$ cat src/rtl/isd_pkg.sv
// ----------------------------------------------------------------------------
// isd_pkg: shared types, constants and helpers of the idle/sleep detector
// Holds the register map, mode and fault codes, the sequencer states and the
// threshold functions used by the decision step.
// ----------------------------------------------------------------------------
package isd_pkg;

  localparam int FILTER_STAGES = 3;
  localparam int STAGE_CNT_W   = (FILTER_STAGES > 1) ? $clog2(FILTER_STAGES) : 1;

  localparam int CFG_IDX_W  = 3;
  localparam int CFG_DATA_W = 16;

  localparam int IN_DATA_W  = 56;
  localparam int OUT_DATA_W = 32;

  // Register indexes on the configuration port.
  localparam logic [CFG_IDX_W-1:0] CFG_TARGET_TEMP     = 3'd0;
  localparam logic [CFG_IDX_W-1:0] CFG_SLEEP_DELAY_S   = 3'd1;
  localparam logic [CFG_IDX_W-1:0] CFG_DEEP_SLEEP_TEMP = 3'd2;
  localparam logic [CFG_IDX_W-1:0] CFG_ADC_ALPHA       = 3'd3;
  localparam logic [CFG_IDX_W-1:0] CFG_POWER_ALPHA     = 3'd4;
  localparam logic [CFG_IDX_W-1:0] CFG_STABLE_RANGE    = 3'd5;

  localparam logic [1:0] FAULT_NONE = 2'd0;

  typedef enum logic [1:0] {
    MODE_ACTIVE = 2'd0,
    MODE_SLEEP  = 2'd1,
    MODE_DEEP   = 2'd2
  } mode_e;

  typedef enum logic [2:0] {
    ST_IDLE,
    ST_ADC_MAG,
    ST_ADC_MUL,
    ST_ADC_ACC,
    ST_PWR_MAG,
    ST_PWR_MUL,
    ST_PWR_ACC,
    ST_DECIDE
  } state_e;

  // Control of the shared filter step unit.
  typedef struct packed {
    logic load;  // capture operands, difference and sign
    logic mul;   // register coefficient times difference
  } lp_ctrl_t;

  // 8 at or below 100 degrees, 20 at or above 450, linear and truncated between.
  function automatic logic [4:0] power_threshold(input logic [8:0] t);
    logic [12:0] n;
    logic [4:0]  thr;
    n   = 13'(t - 9'd100) * 13'd12;
    thr = 5'd8;
    if (t <= 9'd100) begin
      thr = 5'd8;
    end else if (t >= 9'd450) begin
      thr = 5'd20;
    end else begin
      for (int k = 1; k <= 11; k++) begin
        if (n >= 13'(350 * k)) thr = thr + 5'd1;
      end
    end
    return thr;
  endfunction

  // True when the filtered tip temperature falls short of the target by more
  // than the interpolated allowance; all compares are in scaled integers.
  function automatic logic temp_short(input logic [8:0] t, input logic [12:0] fq4);
    logic [21:0] lhs;
    logic [21:0] rhs;
    logic        res;
    if (t <= 9'd100) begin
      res = (22'(t) * 22'd16) > (22'(fq4) + 22'd32);
    end else if (t >= 9'd450) begin
      res = (22'(t) * 22'd16) > (22'(fq4) + 22'd64);
    end else begin
      lhs = 22'(t) * 22'd2784;
      rhs = 22'(fq4) * 22'd175 + 22'd4000;
      res = lhs > rhs;
    end
    return res;
  endfunction

endpackage

$ cat src/rtl/isd_lp_unit.sv
// ----------------------------------------------------------------------------
// isd_lp_unit: shared first-order low-pass step
// Moves x towards goal by alpha*(goal-x) in Q.16, rounded half away from
// zero. Difference and product are registered, so a step runs as load,
// multiply, then the result is read combinationally.
// ----------------------------------------------------------------------------
module isd_lp_unit
  import isd_pkg::*;
(
  input  logic        clk_i,
  input  lp_ctrl_t    ctrl_i,
  input  logic [31:0] x_i,
  input  logic [31:0] goal_i,
  input  logic [15:0] alpha_i,
  output logic [31:0] res_o
);

  logic [31:0] x_q;
  logic        neg_q;
  logic [31:0] mag_q;
  logic [15:0] alpha_q;
  logic [47:0] prod_q;
  logic [48:0] rnd;
  logic [31:0] step;

  always_ff @(posedge clk_i) begin
    if (ctrl_i.load) begin
      x_q     <= x_i;
      alpha_q <= alpha_i;
      neg_q   <= (goal_i < x_i);
      mag_q   <= (goal_i < x_i) ? (x_i - goal_i) : (goal_i - x_i);
    end
    if (ctrl_i.mul) begin
      prod_q <= 48'(alpha_q) * 48'(mag_q);
    end
  end

  // The rounded step never exceeds the difference, so 32 bits hold it.
  assign rnd   = {1'b0, prod_q} + 49'h8000;
  assign step  = rnd[47:16];
  assign res_o = neg_q ? (x_q - step) : (x_q + step);

endmodule

$ cat src/rtl/idle_sleep_detector_top.sv
// ----------------------------------------------------------------------------
// idle_sleep_detector_top: sleep and wake decision for a soldering station
// Smooths the motion-sensor ADC, filters heater power through a cascade of
// low-pass stages while active, and counts still ticks towards sleep.
//
//  Channel   Direction  Payload (lowest bit first)
//  s_axis    in         raw_adc 16, heater_power 10, fault 2,
//                       filtered_temp_q4 13, tip_temp 9, zero pad 6
//  m_axis    out        mode 2, entered_sleep 1, woke_up 1,
//                       filtered_power 10, smoothed_adc 16, zero pad 2
//  cfg       in         write enable, register index 3, data 16
//
// The first item after reset seeds the ADC filter. On a fault tick, in sleep
// or when the power filter is seeded, the power steps are skipped; otherwise
// each of the FILTER_STAGES filter steps uses the shared unit for its load,
// multiply and result steps. Ready is high only while the sequencer is idle;
// the decision step waits while the one-item result register is still occupied.
// Reset clears all filter and mode state; no clearing pass is needed.
// ----------------------------------------------------------------------------
module idle_sleep_detector_top
  import isd_pkg::*;
(
  input  logic                  clk_i,
  input  logic                  rst_ni,
  input  logic                  s_axis_tvalid_i,
  output logic                  s_axis_tready_o,
  // raw_adc, heater_power, fault, filtered_temp_q4, tip_temp
  input  logic [IN_DATA_W-1:0]  s_axis_tdata_i,
  output logic                  m_axis_tvalid_o,
  input  logic                  m_axis_tready_i,
  // mode, entered_sleep, woke_up, filtered_power, smoothed_adc
  output logic [OUT_DATA_W-1:0] m_axis_tdata_o,
  input  logic                  cfg_we_i,
  input  logic [CFG_IDX_W-1:0]  cfg_idx_i,
  input  logic [CFG_DATA_W-1:0] cfg_data_i
);

  // Configuration registers.
  logic [8:0]  target_temp_q;
  logic [7:0]  sleep_delay_q;
  logic [8:0]  deep_temp_q;
  logic [15:0] adc_alpha_q;
  logic [15:0] power_alpha_q;
  logic [15:0] stable_range_q;

  // Captured input item.
  logic [15:0] raw_q;
  logic [9:0]  pwr_q;
  logic [1:0]  fault_q;
  logic [12:0] fq4_q;
  logic [8:0]  tip_q;

  state_e                 state_q, state_d;
  logic [STAGE_CNT_W-1:0] cnt_q, cnt_d;
  logic [31:0]            acc_q, acc_d;
  logic                   aseed_q, aseed_d;
  logic [25:0]            stage_q [FILTER_STAGES];
  logic [25:0]            stage_d [FILTER_STAGES];
  logic                   pseed_q, pseed_d;
  logic [15:0]            ref_q, ref_d;
  logic                   rseed_q, rseed_d;
  logic [9:0]             still_q, still_d;
  mode_e                  mode_q, mode_d;
  logic                   ann_q, ann_d;
  logic                   out_valid_q, out_valid_d;
  logic [OUT_DATA_W-1:0]  out_data_q, out_data_d;

  lp_ctrl_t    lp_ctrl;
  logic [31:0] lp_x;
  logic [31:0] lp_goal;
  logic [15:0] lp_alpha;
  logic [31:0] lp_res;

  logic        in_acc;
  logic        adc_done;
  logic [32:0] cur_sum;
  logic [15:0] cur;
  logic [26:0] fpow_sum;
  logic [9:0]  fpow;
  logic [9:0]  still_v;
  logic [15:0] ref_v;
  logic [15:0] diff;
  logic [9:0]  limit;
  logic        entered;
  logic        woke;

  assign in_acc          = s_axis_tvalid_i && s_axis_tready_o;
  assign s_axis_tready_o = (state_q == ST_IDLE);
  assign m_axis_tvalid_o = out_valid_q;
  assign m_axis_tdata_o  = out_data_q;

  always_ff @(posedge clk_i or negedge rst_ni) begin
    if (!rst_ni) begin
      target_temp_q  <= 9'd300;
      sleep_delay_q  <= 8'd60;
      deep_temp_q    <= 9'd100;
      adc_alpha_q    <= 16'd28830;
      power_alpha_q  <= 16'd21845;
      stable_range_q <= 16'd1024;
    end else if (cfg_we_i) begin
      unique case (cfg_idx_i)
        CFG_TARGET_TEMP:     target_temp_q  <= cfg_data_i[8:0];
        CFG_SLEEP_DELAY_S:   sleep_delay_q  <= cfg_data_i[7:0];
        CFG_DEEP_SLEEP_TEMP: deep_temp_q    <= cfg_data_i[8:0];
        CFG_ADC_ALPHA:       adc_alpha_q    <= cfg_data_i;
        CFG_POWER_ALPHA:     power_alpha_q  <= cfg_data_i;
        CFG_STABLE_RANGE:    stable_range_q <= cfg_data_i;
        default: ;
      endcase
    end
  end

  always_ff @(posedge clk_i) begin
    if (in_acc) begin
      raw_q   <= s_axis_tdata_i[15:0];
      pwr_q   <= s_axis_tdata_i[25:16];
      fault_q <= s_axis_tdata_i[27:26];
      fq4_q   <= s_axis_tdata_i[40:28];
      tip_q   <= s_axis_tdata_i[49:41];
    end
    out_data_q <= out_data_d;
  end

  always_ff @(posedge clk_i or negedge rst_ni) begin
    if (!rst_ni) begin
      state_q     <= ST_IDLE;
      cnt_q       <= '0;
      acc_q       <= '0;
      aseed_q     <= 1'b0;
      pseed_q     <= 1'b0;
      ref_q       <= '0;
      rseed_q     <= 1'b0;
      still_q     <= '0;
      mode_q      <= MODE_ACTIVE;
      ann_q       <= 1'b0;
      out_valid_q <= 1'b0;
      for (int i = 0; i < FILTER_STAGES; i++) stage_q[i] <= '0;
    end else begin
      state_q     <= state_d;
      cnt_q       <= cnt_d;
      acc_q       <= acc_d;
      aseed_q     <= aseed_d;
      pseed_q     <= pseed_d;
      ref_q       <= ref_d;
      rseed_q     <= rseed_d;
      still_q     <= still_d;
      mode_q      <= mode_d;
      ann_q       <= ann_d;
      out_valid_q <= out_valid_d;
      for (int i = 0; i < FILTER_STAGES; i++) stage_q[i] <= stage_d[i];
    end
  end

  isd_lp_unit u_lp (
    .clk_i   (clk_i),
    .ctrl_i  (lp_ctrl),
    .x_i     (lp_x),
    .goal_i  (lp_goal),
    .alpha_i (lp_alpha),
    .res_o   (lp_res)
  );

  // Rounded filter outputs, read in the decision step.
  assign cur_sum  = {1'b0, acc_q} + 33'h8000;
  assign cur      = cur_sum[32] ? 16'hFFFF : cur_sum[31:16];
  assign fpow_sum = {1'b0, stage_q[FILTER_STAGES-1]} + 27'h8000;
  assign fpow     = fpow_sum[26] ? 10'h3FF : fpow_sum[25:16];
  assign limit    = {sleep_delay_q, 2'b00};

  always_comb begin
    state_d     = state_q;
    cnt_d       = cnt_q;
    acc_d       = acc_q;
    aseed_d     = aseed_q;
    pseed_d     = pseed_q;
    ref_d       = ref_q;
    rseed_d     = rseed_q;
    still_d     = still_q;
    mode_d      = mode_q;
    ann_d       = ann_q;
    out_valid_d = out_valid_q && !m_axis_tready_i;
    out_data_d  = out_data_q;
    for (int i = 0; i < FILTER_STAGES; i++) stage_d[i] = stage_q[i];

    lp_ctrl.load = 1'b0;
    lp_ctrl.mul  = 1'b0;
    lp_x         = acc_q;
    lp_goal      = {raw_q, 16'h0000};
    lp_alpha     = adc_alpha_q;

    adc_done = 1'b0;
    still_v  = still_q;
    ref_v    = ref_q;
    diff     = '0;
    entered  = 1'b0;
    woke     = 1'b0;

    unique case (state_q)
      ST_IDLE: begin
        if (in_acc) state_d = ST_ADC_MAG;
      end
      ST_ADC_MAG: begin
        if (!aseed_q) begin
          // The first sample ever seen seeds the ADC filter directly.
          acc_d    = {raw_q, 16'h0000};
          aseed_d  = 1'b1;
          adc_done = 1'b1;
        end else begin
          lp_ctrl.load = 1'b1;
          state_d      = ST_ADC_MUL;
        end
      end
      ST_ADC_MUL: begin
        lp_ctrl.mul = 1'b1;
        state_d     = ST_ADC_ACC;
      end
      ST_ADC_ACC: begin
        acc_d    = lp_res;
        adc_done = 1'b1;
      end
      ST_PWR_MAG: begin
        // Stages rotate through the shift line: the stage due next is always
        // at the head, and the stage just updated sits at the tail.
        lp_ctrl.load = 1'b1;
        lp_x         = 32'(stage_q[0]);
        lp_goal      = (cnt_q == '0) ? 32'({pwr_q, 16'h0000})
                                     : 32'(stage_q[FILTER_STAGES-1]);
        lp_alpha     = power_alpha_q;
        state_d      = ST_PWR_MUL;
      end
      ST_PWR_MUL: begin
        lp_ctrl.mul = 1'b1;
        state_d     = ST_PWR_ACC;
      end
      ST_PWR_ACC: begin
        for (int i = 0; i < FILTER_STAGES - 1; i++) stage_d[i] = stage_q[i+1];
        stage_d[FILTER_STAGES-1] = lp_res[25:0];
        if (cnt_q == STAGE_CNT_W'(FILTER_STAGES - 1)) begin
          cnt_d   = '0;
          state_d = ST_DECIDE;
        end else begin
          cnt_d   = cnt_q + 1'b1;
          state_d = ST_PWR_MAG;
        end
      end
      ST_DECIDE: begin
        if (!out_valid_q || m_axis_tready_i) begin
          if (fault_q == FAULT_NONE) begin
            if (mode_q == MODE_ACTIVE) begin
              if ((fpow > 10'(power_threshold(target_temp_q))) ||
                  temp_short(target_temp_q, fq4_q)) begin
                still_v = '0;
              end
            end
            ref_v = rseed_q ? ref_q : cur;
            diff  = (cur >= ref_v) ? (cur - ref_v) : (ref_v - cur);
            if (diff <= stable_range_q) begin
              if (still_v < limit) still_v = still_v + 10'd1;
              if (still_v >= limit) begin
                if (!ann_q) begin
                  mode_d  = MODE_SLEEP;
                  ann_d   = 1'b1;
                  entered = 1'b1;
                end
                if (tip_q < deep_temp_q) mode_d = MODE_DEEP;
              end
            end else begin
              still_v = '0;
              if (ann_q) begin
                ann_d  = 1'b0;
                mode_d = MODE_ACTIVE;
                woke   = 1'b1;
              end
              ref_v = cur;
            end
            still_d = still_v;
            ref_d   = ref_v;
            rseed_d = 1'b1;
          end else begin
            still_d = '0;
          end
          out_valid_d = 1'b1;
          out_data_d  = {2'b00, cur, fpow, woke, entered, mode_d};
          state_d     = ST_IDLE;
        end
      end
      default: state_d = ST_IDLE;
    endcase

    // After the ADC update the power filter runs only while active and
    // fault-free; a first power sample fills every stage at once.
    if (adc_done) begin
      if ((fault_q != FAULT_NONE) || (mode_q != MODE_ACTIVE)) begin
        state_d = ST_DECIDE;
      end else if (!pseed_q) begin
        for (int i = 0; i < FILTER_STAGES; i++) stage_d[i] = {pwr_q, 16'h0000};
        pseed_d = 1'b1;
        state_d = ST_DECIDE;
      end else begin
        cnt_d   = '0;
        state_d = ST_PWR_MAG;
      end
    end
  end

  // Sleep modes and the announcement flag move together.
  a_mode_ann: assert property (@(posedge clk_i) disable iff (!rst_ni)
    (mode_q == MODE_ACTIVE) == !ann_q)
    else $error("mode and sleep announcement disagree");

  a_accept_start: assert property (@(posedge clk_i) disable iff (!rst_ni)
    in_acc |=> (state_q == ST_ADC_MAG))
    else $error("accepted item did not start the ADC step");

  a_flags_excl: assert property (@(posedge clk_i) disable iff (!rst_ni)
    m_axis_tvalid_o |-> !(m_axis_tdata_o[2] && m_axis_tdata_o[3]))
    else $error("entered_sleep and woke_up both set");

  a_woke_active: assert property (@(posedge clk_i) disable iff (!rst_ni)
    (m_axis_tvalid_o && m_axis_tdata_o[3]) |-> (m_axis_tdata_o[1:0] == MODE_ACTIVE))
    else $error("woke_up reported outside active mode");

  a_entered_sleep: assert property (@(posedge clk_i) disable iff (!rst_ni)
    (m_axis_tvalid_o && m_axis_tdata_o[2]) |-> (m_axis_tdata_o[1:0] != MODE_ACTIVE))
    else $error("entered_sleep reported in active mode");

endmodule

$ cat config.mk
export PLATFORM = sky130hd
export DESIGN_NAME = idle_sleep_detector_top
export DESIGN_NICKNAME = d
export VERILOG_FILES = /design/src/rtl/isd_pkg.sv /design/src/rtl/isd_lp_unit.sv /design/src/rtl/idle_sleep_detector_top.sv
export SDC_FILE = /design/constraint.sdc
export NUM_CORES = 2
export LEC_CHECK = 0
export ABC_AREA = 1
export BUFFER_PORTS_ARGS = -buffer_cell sky130_fd_sc_hd__buf_2
export CORE_ASPECT_RATIO = 1.1
export CORE_MARGIN = 2
export CORE_UTILIZATION = 55
export DETAILED_ROUTE_END_ITERATION = 16
export PLACE_DENSITY_LB_ADDON = 0.1
export SLEW_MARGIN = 0
export SYNTH_ARGS = -nofsm -noshare
export SYNTH_HDL_FRONTEND = slang
export SYNTH_SLANG_ARGS = --single-unit
export TNS_END_PERCENT = 30
$ cat constraint.sdc
create_clock -name clk_i -period 20.3 [get_ports clk_i]
set_input_delay 3.045 -clock clk_i [delete_from_list [all_inputs] [get_ports clk_i]]
set_output_delay 3.045 -clock clk_i [all_outputs]
set_load 0.05 [all_outputs]
Word-level counts from Yosys, hierarchy flattened
Index checks and enable logic that the tools add are counted.

cells by class
  add/sub/neg operators = 25
  multiply operators = 4
  divide/modulo/power cells = 0
  order comparisons = 23
  equal/unequal tests = 18
  shifts and indexed selects = 0
  mux-type cells = 142
  bitwise operators = 2
  reductions and logical operators = 31

operator list
  kind                      number
  $mux W5                   76
  $mux W78                  4
  $mux W32                  5
  $mux W10                  13
  $sub A32 B32 Y32          3
  $mux W16                  5
  $ge A13 B12 Y1 const B    6
  $pmux W32 S2              1
  $add A5 B1 Y5 const B     10
  $add A48 B16 Y48 const B  1
  $mul A16 B32 Y48          1
  $ge A13 B11 Y1 const B    3
  $add A32 B16 Y33 const B  1
  $add A32 B32 Y32          1
  $lt A32 B32 Y1            1
  $sub A16 B16 Y16          2
  $gt A13 B14 Y1            2
  $mux W2                   14
  $add A26 B16 Y27 const B  1
  $mux W26                  1
  $add A21 B12 Y22 const B  1
  $gt A21 B22 Y1            1
  $mul A13 B8 Y21 const B   1
  $pmux W3 S7               1
  other kinds (40)          90

storage, ports and cells
  bits in registers = 431
  latch bits = 0
  memory bits (writable) = 0
  memory bits (read-only) = 0
  input bits = 80
  output and inout port bits = 34
  logic and storage cells = 278
  memories kept = 0

Depth between registers and ports, before layout
  depth after elaboration = 107
  mapped depth = 92
  gate-level depth less buffers = 92

Modules after synthesis
From an unflattened synthesis, not the netlist that was laid out.

second synthesis, totals
  cell total of the unflattened synthesis = 6698
  area, all modules = 50972.6 um^2

modules (own cells, without submodules)
  module                   instances  cells an instance  area an instance (um^2)  seq. area each (um^2)
  isd_lp_unit              1          3814               27964.3                  3423.3
  idle_sleep_detector_top  1          2884               23008.3                  7992.7

Worst setup path after synthesis
No wires, ideal clock.

  kind = reg-to-reg
  start = register target_temp_q[2]
  end = register out_data_q[0] (netlist: m_axis_tdata_o[0]) (data pin)
  setup time = 0.258 ns
  data arrival time = 10.838 ns
  required time = 20.042 ns
  slack = 9.204 ns
  stages on the path, launching flop included = 84
  buffers on the path = 0
  period minus slack after synthesis = 11.096 ns
  cells stage by stage = dfstp_2 inv_2 ha_1 inv_2 a21oi_1 xnor2_1 ha_1 a21o_1 nor2_1 nand2_4 inv_2 nand2_4 nand2_8 nand2_1 a21oi_1 inv_1 ha_1 inv_1 [... 48 more ...] nor2_1 a211oi_1 nand2_2 inv_1 nand4_1 or2_1 xor2_1 inv_1 ha_1 nand2_1 nor2_1 a211oi_1 o221a_2 nand2_1 nand2_1 nand2_1 nand2_1 nand2_1

between the ends
  word-level cells in the longest chain between the ends = 107
  elaborated cells on any way between the ends = 130
  classes of those cells = 12 x add/sub; 2 x mul; 19 x order compare; 96 x mux; 1 x reduce/logical

ends and longest elaborated chain
  item                    line                            source
  from (decl)             idle_sleep_detector_top.sv:39   logic [8:0] target_temp_q;
  from (signal assigned)  idle_sleep_detector_top.sv:102  CFG_TARGET_TEMP: target_temp_q <= cfg_data_i[8:0];
  $sub A9 B7 Y10          isd_pkg.sv:54                   n = 13'(t - 9'd100) * 13'd12;
  $mul A13 B2 Y11         isd_pkg.sv:54
  $ge A13 B9 Y1           isd_pkg.sv:62                   if (n >= 13'(350 * k)) thr = thr + 5'd1;
  $mux W1                 isd_pkg.sv:62
  $mux W5                 isd_pkg.sv:58                   end else if (t >= 9'd450) begin
  $mux W5                 isd_pkg.sv:56                   if (t <= 9'd100) begin
  $mux W5                 idle_sleep_detector_top.sv:249  if (mode_q == MODE_ACTIVE) begin
  $mux W5                 idle_sleep_detector_top.sv:248  if (fault_q == FAULT_NONE) begin
  [... 91 more ...]       -
  $mux W10 (*)            idle_sleep_detector_top.sv:257  if (diff <= stable_range_q) begin
  $mux W10 (*)            idle_sleep_detector_top.sv:248
  $mux W10 (*)            idle_sleep_detector_top.sv:247  if (!out_valid_q || m_axis_tready_i) begin
  $mux W10 (*)            idle_sleep_detector_top.sv:198  unique case (state_q)
  $ge A10 B10 Y1 (*)      idle_sleep_detector_top.sv:259  if (still_v >= limit) begin
  $mux W2 (*)             idle_sleep_detector_top.sv:259
  $mux W2 (*)             idle_sleep_detector_top.sv:257
  $mux W2 (*)             idle_sleep_detector_top.sv:248
  to (signal assigned)    idle_sleep_detector_top.sv:121  out_data_q <= out_data_d;
  to (decl)               idle_sleep_detector_top.sv:66   logic [OUT_DATA_W-1:0] out_data_q, out_data_d;

Every way passes the cells marked *; elsewhere a longest branch is shown, timed or not. The select of a mux whose other input is x is not followed.
A chain may end at the register's enable or synchronous reset.

Worst setup path after layout
  start = register target_temp_q[3]
  end = register mode_q[0]

between the ends
  word-level cells in the longest chain between the ends = 107
  elaborated cells on any way between the ends = 130
  classes of those cells = 12 x add/sub; 2 x mul; 19 x order compare; 96 x mux; 1 x reduce/logical

ends and longest elaborated chain
  item                  line                            source
  $sub A9 B7 Y10        isd_pkg.sv:54
  $mul A13 B2 Y11       isd_pkg.sv:54
  $ge A13 B9 Y1         isd_pkg.sv:62
  $mux W1               isd_pkg.sv:62
  $mux W5               isd_pkg.sv:58
  $mux W5               isd_pkg.sv:56
  $mux W5               idle_sleep_detector_top.sv:249
  $mux W5               idle_sleep_detector_top.sv:248
  [... 91 more ...]     -
  $mux W10 (*)          idle_sleep_detector_top.sv:257
  $mux W10 (*)          idle_sleep_detector_top.sv:248
  $mux W10 (*)          idle_sleep_detector_top.sv:247
  $mux W10 (*)          idle_sleep_detector_top.sv:198
  $ge A10 B10 Y1 (*)    idle_sleep_detector_top.sv:259
  $mux W2 (*)           idle_sleep_detector_top.sv:259
  $mux W2 (*)           idle_sleep_detector_top.sv:257
  $mux W2 (*)           idle_sleep_detector_top.sv:248
  to (signal assigned)  idle_sleep_detector_top.sv:147  mode_q <= mode_d;
  to (decl)             idle_sleep_detector_top.sv:63   mode_e mode_q, mode_d;

Marks and branches as above.

==> results.sh <==
export IMPL_outcome="complete, no violations"
export IMPL_start_util=0.5538
export IMPL_die_w_um=287.1
export IMPL_rrSetupSlack_ns=7.31
export IMPL_rr_startpoint="target_temp_q[3]$_DFFE_PN1P_"
export IMPL_max_slew_margin=0.2224
export IMPL_fp_dieArea_sq_um=90580
export IMPL_synthArstFlopShare=0.5337
export IMPL_final_cell_area_sq_um=51710
export IMPL_worstHoldStart="adc_alpha_q[0]$_DFFE_PN0P_"
export IMPL_cts_resized=0
export IMPL_cts_path_max_buffers=3
export IMPL_yosysWarnings=0
export IMPL_numClockSinks=416
export IMPL_r2r_end="mode_q[0]$_DFFE_PN0P_"
export IMPL_synth_top_area_frac=0.2014
export IMPL_critical_path_required_ns=20.86
export IMPL_postPlaceCellArea_sq_um=50140
export IMPL_nets=7132
export IMPL_path_clk_slew_ns=0.06
export IMPL_die_h_um=315.5
export IMPL_overflow=0
export IMPL_fmax_mhz=76.96
export IMPL_area_delta_synth_final_pct=6.620
export IMPL_ys_types=65
export IMPL_cts_root_buf="clkbuf_16"
export IMPL_vias=39605
export IMPL_finClkSkew_ns=0.06732
export IMPL_post_route_period_util=0.6401
export IMPL_antenna_cells=0
export IMPL_tns_ns=0
export IMPL_slowest_delay_ns=0.72
export IMPL_r2r_cells=85
export IMPL_dp_slack_ns=7.272
export IMPL_critPathBufInv=13
export IMPL_finalHoldViolCount=0
export IMPL_synth_edff_count=194
export IMPL_drtAntennaViolNets=0
export IMPL_report_final_slew_viol_count=0
export IMPL_cts_tree="yes"
export IMPL_grt_max_degree=101
export IMPL_critPathKind="flop to flop"
export IMPL_h_tree_depth=2
export IMPL_synth_seq_cells=416
export IMPL_fin_util=0.5905
export IMPL_wl_per_cell_um=18.17
export IMPL_synth_area_leaders="fa_1 20%, edfxtp_1 12%, ha_1 12%"
export IMPL_period_minus_slack_ns=12.99
export IMPL_grt_usage=0.2986
export IMPL_yosysMostFrequentCell="nand2_1"
export IMPL_crit_arrival_ns=13.55
export IMPL_ios=114
export IMPL_path_delay_family="simple AND/OR/NAND/NOR gates"
export IMPL_gp_congestion=1.018
export IMPL_layout_setup_ws_ns=7.305
export IMPL_crit_fanout=9
export IMPL_totalWireLength_mm=132.7
export IMPL_syn_inst=6095
export IMPL_post_cts_buffers=0
export IMPL_drive_gt1_frac=0.06040
export IMPL_setup_viol=0
export IMPL_ctsHoldBuffers=0
export IMPL_hold_path_end="adc_alpha_q[0]$_DFFE_PN0P_"
export IMPL_yosys_top_cells_count="1414 x nand2_1, 1278 x inv_1, 488 x fa_1"
export IMPL_initialDrtViolationCount=2767
export IMPL_cts_made_buffers=48
export IMPL_tightest_slew_ns=1.166
export IMPL_crit_top_cell="nand2_1"
export IMPL_synth_seq_area_share=0.2354
export IMPL_final_fill_count=8078
export IMPL_viasPerCell=5.424
export IMPL_antenna_found_initial=1
export IMPL_rsz0062_at_grt="no"
export IMPL_syn_area_sq_um=48500
export IMPL_critPathLaunchType="flop"
export IMPL_hold_depth=2
export IMPL_max_cap_violations=0
export IMPL_ys_flop_type="edfxtp_1"
export IMPL_first_pass_iters=6
export IMPL_grt_pass1_wl_mm=212.3
export IMPL_cp_slowest_cell="dfstp_2"
export IMPL_clock_latency_ns=0.62
export IMPL_cp_end_kind="flop"
export IMPL_core_sq_um=87580
export IMPL_synth_top_cell_by_area="fa_1"
export IMPL_rows=114
export IMPL_hp_class="flop to flop"
export IMPL_drc=0
export IMPL_port_buffers=105
export IMPL_hpwl_mm=103.1
export IMPL_syn_avg_cell_area_sq_um=7.958
export IMPL_grt_pass1_vias=40234
==> registers in the layout (all words and copies together), names as in the netlist, 13 cells and up <==
name and cells:
m_axis_tdata_o 30, raw_q 16, fq4_q 13, u_lp.prod_q 33, acc_q 32, u_lp.x_q 32, ref_q 16, stage_q 78
stable_range_q 16, u_lp.mag_q 32, power_alpha_q 16, adc_alpha_q 16, u_lp.alpha_q 16
==> metrics by stage <==
stage                     std cells  hold WS [ns]
after global routing           7302        0.5002
after CTS                      7302        0.4879
after detailed placement       7212        0.4730
after floorplan                6096        0.4488
after global placement         7212        0.4657
final                          7302        0.4847
==> cell usage in the layout, fill, tap and decap left out, drive strengths merged, types with 13 or more instances in the layout <==
cell	Yosys	final
nand4	26	26
o21bai	19	19
nand3	149	149
buf	9	148
a31oi	13	13
o211ai	36	36
edfxtp	194	194
clkbuf	183	68
o21a	24	24
a21o	13	13
fa	488	488
inv	1296	1299
clkinv	7	24
ha	462	462
a21oi	291	291
xor2	137	137
xnor2	77	77
o21ai	406	406
nor3	73	73
nor4	13	13
dfstp	28	28
nand2	1458	1458
mux2i	25	25
nor2	340	340
o22ai	27	27
dfrtp	194	194
o221ai	20	20
==> area by class of cell <==
cell class	count	area (sq um)	share of cell area
inverter	1303	4891	0.09458
tap	1160	1451	0.02807
multi-input combinational	4185	31520	0.6095
clock inverter	22	192.7	0.003726
sequential	416	11420	0.2208
timing repair buffer	148	858.3	0.01660
clock buffer	68	1384	0.02676
==> cells by family (layout without fill, tap and decap cells) <==
| logic type | count (synthesis) | after routing | share of synthesized area |
|---|---|---|---|
| AO/OA/AOI/OAI | 906 | 906 | 0.1052 |
| other | 1 | 2 | 0.00007732 |
| XOR/XNOR | 214 | 214 | 0.03864 |
| buffers and inverters | 1495 | 1541 | 0.1159 |
| multiplexers | 25 | 25 | 0.005159 |
| adder cells (fa/ha/maj) | 950 | 950 | 0.3206 |
| AND/OR/NAND/NOR | 2088 | 2088 | 0.1791 |
| flip-flops | 416 | 416 | 0.2354 |
==> metal layers <==
metal | share of wire | track usage | up-vias
met1 | 0.41 | 0.3760 | 19074
li1 | - | - | 18988
met3 | 0.057 | 0.03911 | 329
met5 | 0.000098 | 0 | -
met4 | 0.053 | 0.1385 | 2
met2 | 0.48 | 0.5117 | 1212
==> worst register-to-register path: cells and delay by family, from the launching register on <==
family / cells / cell delay [ns]
adder cells (fa/ha/maj): 13 / 3.72
AND/OR/NAND/NOR: 49 / 5.43
AO/OA/AOI/OAI: 9 / 1.71
flip-flops: 1 / 0.72
XOR/XNOR: 1 / 0.21
buffers and inverters: 13 / 1.12
==> worst max path at each step <==
stage / to / from / depth (start not counted) / slack (ns)
2_1_floorplan: m_axis_tdata_o[0]$_DFFE_PP_ / target_temp_q[2]$_DFFE_PN1P_ / 83 / 9.20
4_1_cts: mode_q[0]$_DFFE_PN0P_ / target_temp_q[2]$_DFFE_PN1P_ / 84 / 7.22
3_5_place_dp: mode_q[0]$_DFFE_PN0P_ / target_temp_q[2]$_DFFE_PN1P_ / 84 / 7.27
5_1_grt: mode_q[0]$_DFFE_PN0P_ / target_temp_q[2]$_DFFE_PN1P_ / 84 / 5.90
3_3_place_gp: m_axis_tdata_o[0]$_DFFE_PP_ / target_temp_q[2]$_DFFE_PN1P_ / 81 / 7.45
6_report: mode_q[0]$_DFFE_PN0P_ / target_temp_q[3]$_DFFE_PN1P_ / 85 / 7.31
Power is not shown: default switching activity piles up to over one toggle a cycle in this logic, so the estimate is an artifact.
